## src/hdl/opt_pkg.sv

```systemverilog
// Shared types, codes and helpers for the operator precedence table.
`timescale 1ns / 1ps

package opt_pkg;

	localparam int TABLE_DEPTH_DEF = 64;

	// Request operation codes.
	localparam logic [2:0] CMD_DEFINE  = 3'd0;
	localparam logic [2:0] CMD_PREFIX  = 3'd1;
	localparam logic [2:0] CMD_INFIX   = 3'd2;
	localparam logic [2:0] CMD_POSTFIX = 3'd3;
	localparam logic [2:0] CMD_ISOP    = 3'd4;
	localparam logic [2:0] CMD_ENUM    = 3'd5;

	// Operator type codes.
	localparam logic [2:0] KIND_XFX = 3'd0;
	localparam logic [2:0] KIND_XFY = 3'd1;
	localparam logic [2:0] KIND_YFX = 3'd2;
	localparam logic [2:0] KIND_FY  = 3'd3;
	localparam logic [2:0] KIND_FX  = 3'd4;
	localparam logic [2:0] KIND_XF  = 3'd5;
	localparam logic [2:0] KIND_YF  = 3'd6;

	// Slot numbers inside one entry.
	localparam logic [1:0] SLOT_PREFIX  = 2'd0;
	localparam logic [1:0] SLOT_INFIX   = 2'd1;
	localparam logic [1:0] SLOT_POSTFIX = 2'd2;

	localparam int SLOTS = 3;

	typedef struct packed {
		logic [2:0]  operation;
		logic [19:0] atom_key;
		logic [10:0] precedence;
		logic [2:0]  op_kind;
		logic [7:0]  slot_index;
	} req_t;

	typedef struct packed {
		logic        found;
		logic [10:0] prec_out;
		logic [10:0] left_arg_prec;
		logic [10:0] right_arg_prec;
		logic [2:0]  kind_out;
		logic [19:0] atom_out;
		logic        table_full;
	} rsp_t;

	// Request token that walks down the row of cells and collects its answer.
	typedef struct packed {
		logic        active;
		logic [2:0]  op;
		logic [19:0] atom;
		logic [10:0] prec;
		logic [2:0]  kind;
		logic [1:0]  slot;
		logic [6:0]  eidx;
		logic        hit;
		logic        nz;
		logic [10:0] cap_prec;
		logic [2:0]  cap_kind;
		logic [19:0] cap_atom;
	} tok_t;

	// Append command broadcast to every cell; the cell at the fill count takes it.
	typedef struct packed {
		logic        en;
		logic [19:0] atom;
		logic [10:0] prec;
		logic [2:0]  kind;
		logic [1:0]  slot;
	} app_t;

	function automatic logic [1:0] slot_of_kind(input logic [2:0] kind);
		logic [1:0] s;
		unique case (kind)
			KIND_FX, KIND_FY: s = SLOT_PREFIX;
			KIND_XFX, KIND_XFY, KIND_YFX: s = SLOT_INFIX;
			default: s = SLOT_POSTFIX;
		endcase
		return s;
	endfunction

endpackage

```

## src/hdl/opt_cell.sv

```systemverilog
// One table cell: holds one operator entry and passes the request token on.
`timescale 1ns / 1ps

module opt_cell #(
	parameter int TABLE_DEPTH = opt_pkg::TABLE_DEPTH_DEF,
	parameter int IDX = 0
) (
	input  logic                             clk,
	input  logic                             arst_n,
	input  logic                             adv,
	input  logic [$clog2(TABLE_DEPTH+1)-1:0] count,
	input  opt_pkg::app_t                    app,
	input  opt_pkg::tok_t                    tok_in,
	output opt_pkg::tok_t                    tok_out
);

	localparam int CW = $clog2(TABLE_DEPTH + 1);
	localparam logic [CW-1:0] IDX_V = CW'(IDX);
	// Enumerate reaches only the entries a 7-bit entry index can name.
	localparam bit IN_RANGE = (IDX < 128);

	logic [19:0] atom_q;
	logic [10:0] prec_q [opt_pkg::SLOTS];
	logic [2:0]  kind_q [opt_pkg::SLOTS];
	opt_pkg::tok_t tok_q;
	opt_pkg::tok_t nxt;

	logic valid_e;
	logic key_hit;
	logic enum_hit;
	logic def_wr;
	logic app_wr;

	always_comb begin
		valid_e = (IDX_V < count);
		key_hit = tok_in.active && valid_e && !tok_in.hit &&
			(tok_in.op <= opt_pkg::CMD_ISOP) && (atom_q == tok_in.atom);
		enum_hit = tok_in.active && valid_e && !tok_in.hit &&
			(tok_in.op == opt_pkg::CMD_ENUM) && IN_RANGE && (tok_in.eidx == 7'(IDX));
		def_wr = adv && key_hit && (tok_in.op == opt_pkg::CMD_DEFINE);
		app_wr = app.en && (count == IDX_V);
		nxt = tok_in;
		if (key_hit || enum_hit) begin
			nxt.hit      = 1'b1;
			nxt.cap_prec = prec_q[tok_in.slot];
			nxt.cap_kind = kind_q[tok_in.slot];
			nxt.cap_atom = atom_q;
			nxt.nz       = |{prec_q[0], prec_q[1], prec_q[2]};
		end
	end

	// Entry contents; a new entry starts with only its defined slot set, the others cleared.
	always_ff @(posedge clk) begin
		if (def_wr) begin
			prec_q[tok_in.slot] <= tok_in.prec;
			kind_q[tok_in.slot] <= tok_in.kind;
		end else if (app_wr) begin
			atom_q <= app.atom;
			for (int i = 0; i < opt_pkg::SLOTS; i++) begin
				if (app.slot == 2'(i)) begin
					prec_q[i] <= app.prec;
					kind_q[i] <= app.kind;
				end else begin
					prec_q[i] <= '0;
					kind_q[i] <= '0;
				end
			end
		end
	end

	always_ff @(posedge clk or negedge arst_n) begin
		if (!arst_n) begin
			tok_q <= '0;
		end else if (adv) begin
			tok_q <= nxt;
		end
	end

	assign tok_out = tok_q;

endmodule

```

## config.mk

```make
export PLATFORM = sky130hd
export DESIGN_NAME = opt_cell
export DESIGN_NICKNAME = d
export VERILOG_FILES = /design/src/hdl/opt_pkg.sv /design/src/hdl/opt_cell.sv
export SDC_FILE = /design/constraint.sdc
export NUM_CORES = 1
export LEC_CHECK = 0
export ABC_AREA = 1
export BUFFER_PORTS_ARGS = -buffer_cell sky130_fd_sc_hd__buf_2
export CORE_ASPECT_RATIO = 1.5
export CORE_MARGIN = 4
export CORE_UTILIZATION = 45
export CTS_CLUSTER_DIAMETER = 150
export DETAILED_ROUTE_END_ITERATION = 16
export PLACE_DENSITY = 0.67
export SLEW_MARGIN = 20
export SYNTH_ARGS = -nofsm -noshare
export SYNTH_HDL_FRONTEND = slang
export SYNTH_SLANG_ARGS = --single-unit
```

## constraint.sdc

```tcl
create_clock -name clk -period 5.9 [get_ports clk]
set_clock_uncertainty 0.05 [all_clocks]
set_input_delay 1.77 -clock clk [delete_from_list [all_inputs] [get_ports clk]]
set_output_delay 1.77 -clock clk [all_outputs]
set_load 0.1 [all_outputs]
```

==> impl_results.md <==
* Ports at between 200 and 250
* Final HPWL DP at 16300 µm
* DR WL/cell at 16.2 µm
* CTS root buffer: clkbuf_16
* Rel. slew slack at between 20% and 30%
* Critical path endpoint category: flop
* Clock Pin Slew Worst Setup and Hold Paths at 0.06 ns
* Worst-margin pin slew at 1.07 ns
* Maxcap violations at 0
* Layout cells sized above 1 at 24.0%
* Vias per cell at about 4.9
* Hold_sp: tok_out[82]
* Crit-path max cell delay at between 0.6 and 0.7 ns
* FP Rows at 58
* Peak supply drop at 0.174 mV
* Post-CTS setup repair buffer count at 0
* R2R setup slack at 3.56 ns
* Logic pwr share at 21.4%
* # nets final at 1259
* Largest area contributor in the netlist: edfxtp_1
* Post-route ant nets at 0
* Net Sw Power at 0.00101 W
* Non-Filler Instances at 1352
* H-tree depth at 4
* Total grt overflow at 0
* Initial antenna violation count at 0
* Die area at 0.0191 mm²
* Final slew viol count at 0
* Sink Count at 159
* Final hold vios at 0
* Critical path peak fanout at 25
* Post-synth top cells: nand2_1, inv_1, dfrtp_1, nor2_1, nand3_1
* Die width at 114 µm
* Synth area leaders: edfxtp_1, dfrtp_1, nand2_1
* Clk Latency, worst-skew pair at around 0.43 ns
* Ys async rst share at 52.2%
* Layout area overhead at 24.3%
* DRC violations left at 0
* Share of the synthesized area in the top cell type at 29.9%
* Min-Delay Path Class: flop to flop
* Worst Hold End: tok_out[82]
* Status: finished clean
* Min-Delay Path Depth at 2
* Number of distinct library cells after synthesis at 25
* Aggregate global-route resource usage at 23.3%
* Synth Warn # at 0
* Data arrival time of the worst path at ~4 ns
* Post-DP Area at between 0.008 and 0.009 mm²
* Final Cell Area at between 0.009 and 0.01 mm²
* Effective utilization at floorplan at a little under half
* Worst path cell trace: buf_2, nor2_1, nand2_1, nor2_2, nand2_1, inv_2, nand3_2, nand2_1
* FF-to-FF path depth at 11
* RSZ-0062 raised after global routing: no
* R2r endpoint: prec_q[2][8]
* Sequential share of power at roughly 41%
* Internal Power at between 0.002 and 0.0025 W
* WS Path Type: input port to flop
* Final hold slack at 0.414 ns
* First-pass iteration count of the detailed router at 5
* Vias at between 6000 and 7000
* Vias in the first global route at roughly 6600
* Top FF cell, synth: dfrtp_1
* Reg2reg start: atom_q[7]
* Fmax at 251 MHz
* Post-Route Setup TNS at 0 ns
* Sequential cell area fraction in the yosys report at approximately 57%
* Die Y at around 170 µm
* RePlAce Congestion at 0.875
* Total core area at 0.0167 mm²
* Syn Nets at approximately 1100
* Slowest cell on crit path: nand2_1
* Post-synth EDFFs at 76
* N_diodes at 0
* Tot Pwr at 0.00306 W
* Pwr Density at 323 mW/mm²
* Most frequent cell after synthesis: nand2_1
* First-pass GRT wire length at roughly 35000 µm
* CP Data Required Time at 5.91 ns
* Avg Cell Area, Syn at between 8 and 9 µm²
* I/O Buffers at 212
* CTS tree: built
* Largest net degree at the start of global routing at 105
* Sw frac at 33.0%
* Starting DRC count in detailed routing at 598
* PostCTS Resize Cnt at 0
* CTS Hold Bufs at 0
* Placed cells at 1320
* Clk network pwr share at 38.1%
* Static Leak at between 4 and 5 nW
* Startpoint types: input port
* FILL cells at 1569
* Synth Cell Area at about 0.0076 mm²
* Seq cells post-synth at 159
* Tcrit/Tclk final at around two thirds
* Most frequent CP cell: nand2_1
* Final Critical Period at between 3 and 4 ns
* Final setup violation count at 0
* CTS max path bufs at 2
* Drt total wl at 21900 µm
* Post-Synthesis Cells at 932
* CTS buffer count at 17
## flip-flops by register name (all words and copies together) (netlist names)
register  count
atom_q       20
prec_q       44
tok_out      83
kind_q       12
## per-stage QoR
| stage | setup WS, ns | utilization (%) |
|---|---|---|
| global placement | 1.58 | 52.8 |
| CTS | 1.92 | 56.8 |
| finish | 1.92 | 56.8 |
| floorplan | 1.90 | - |
| detailed placement | 1.48 | 53.0 |
| global route | 1.64 | 56.8 |
## worst max-delay path: cells and delay by family
family                 cells  cell delay [ns]
and+or+nand+nor            6             1.71
buffers and inverters      2             0.51
## layout by cell type (no fill, tap or decap), types with 8 or more instances in the layout
master     synthesis  final
a21oi_1           42     40
a32o_1             8      8
buf_2             10    211
buf_4              0     10
clkbuf_16          0     17
dfrtp_1           83     83
edfxtp_1          76     76
inv_1            106    105
inv_2              9      9
nand2_1          343    343
nand3_1           78     78
nor2_1            81     81
o21ai_0           38     36
## worst max path at each step
stage,start,endpoint,slack (ns),cells past startpoint
floorplan,adv,kind_q[0][0],1.90,5
global placement,count[5],prec_q[2][5],1.58,8
detailed placement,count[5],prec_q[2][3],1.48,8
CTS,count[5],prec_q[2][6],1.92,8
global route,count[5],prec_q[2][6],1.64,8
finish,count[5],prec_q[2][8],1.92,8
## layer usage
metal	up-vias	global-route usage [%]	share of wire, %
met5	-	0	0
li1	3350	-	-
met2	229	41.6	53
met3	37	4.30	6.1
met4	0	8.89	2.8
met1	3057	27.4	38
## cell type report
class	count	area (µm²)	share of cell area [%]
clock buffer	18	439	4.63
multi-input combinational	614	2640	27.8
tap	210	263	2.77
sequential	159	4360	46.0
timing repair buffer	222	1160	12.2
clock inverter	14	189	1.99
inverter	115	433	4.57
## power groups by stage
stage | clock, W | combinational, W | sequential [W]
after CTS | 0.00118 | 0.000659 | 0.00124
after global routing | 0.00123 | 0.000692 | 0.00125
after global placement | 0 | 0.000650 | 0.00126
after floorplan | 0 | 0.000121 | 0.00164
final | 0.00117 | 0.000654 | 0.00124
after detailed placement | 0 | 0.000657 | 0.00126
## cells by family (layout without fill, tap and decap cells)
| family | after synthesis | in the layout | share of synthesized area [%] |
|---|---|---|---|
| simple gates | 521 | 521 | 27.7 |
| flops | 159 | 159 | 57.1 |
| buf+inv | 159 | 369 | 8.38 |
| compound gates | 91 | 91 | 6.56 |
| xor+xnor | 2 | 2 | 0.230 |
Power figures use the tool's default switching activity.
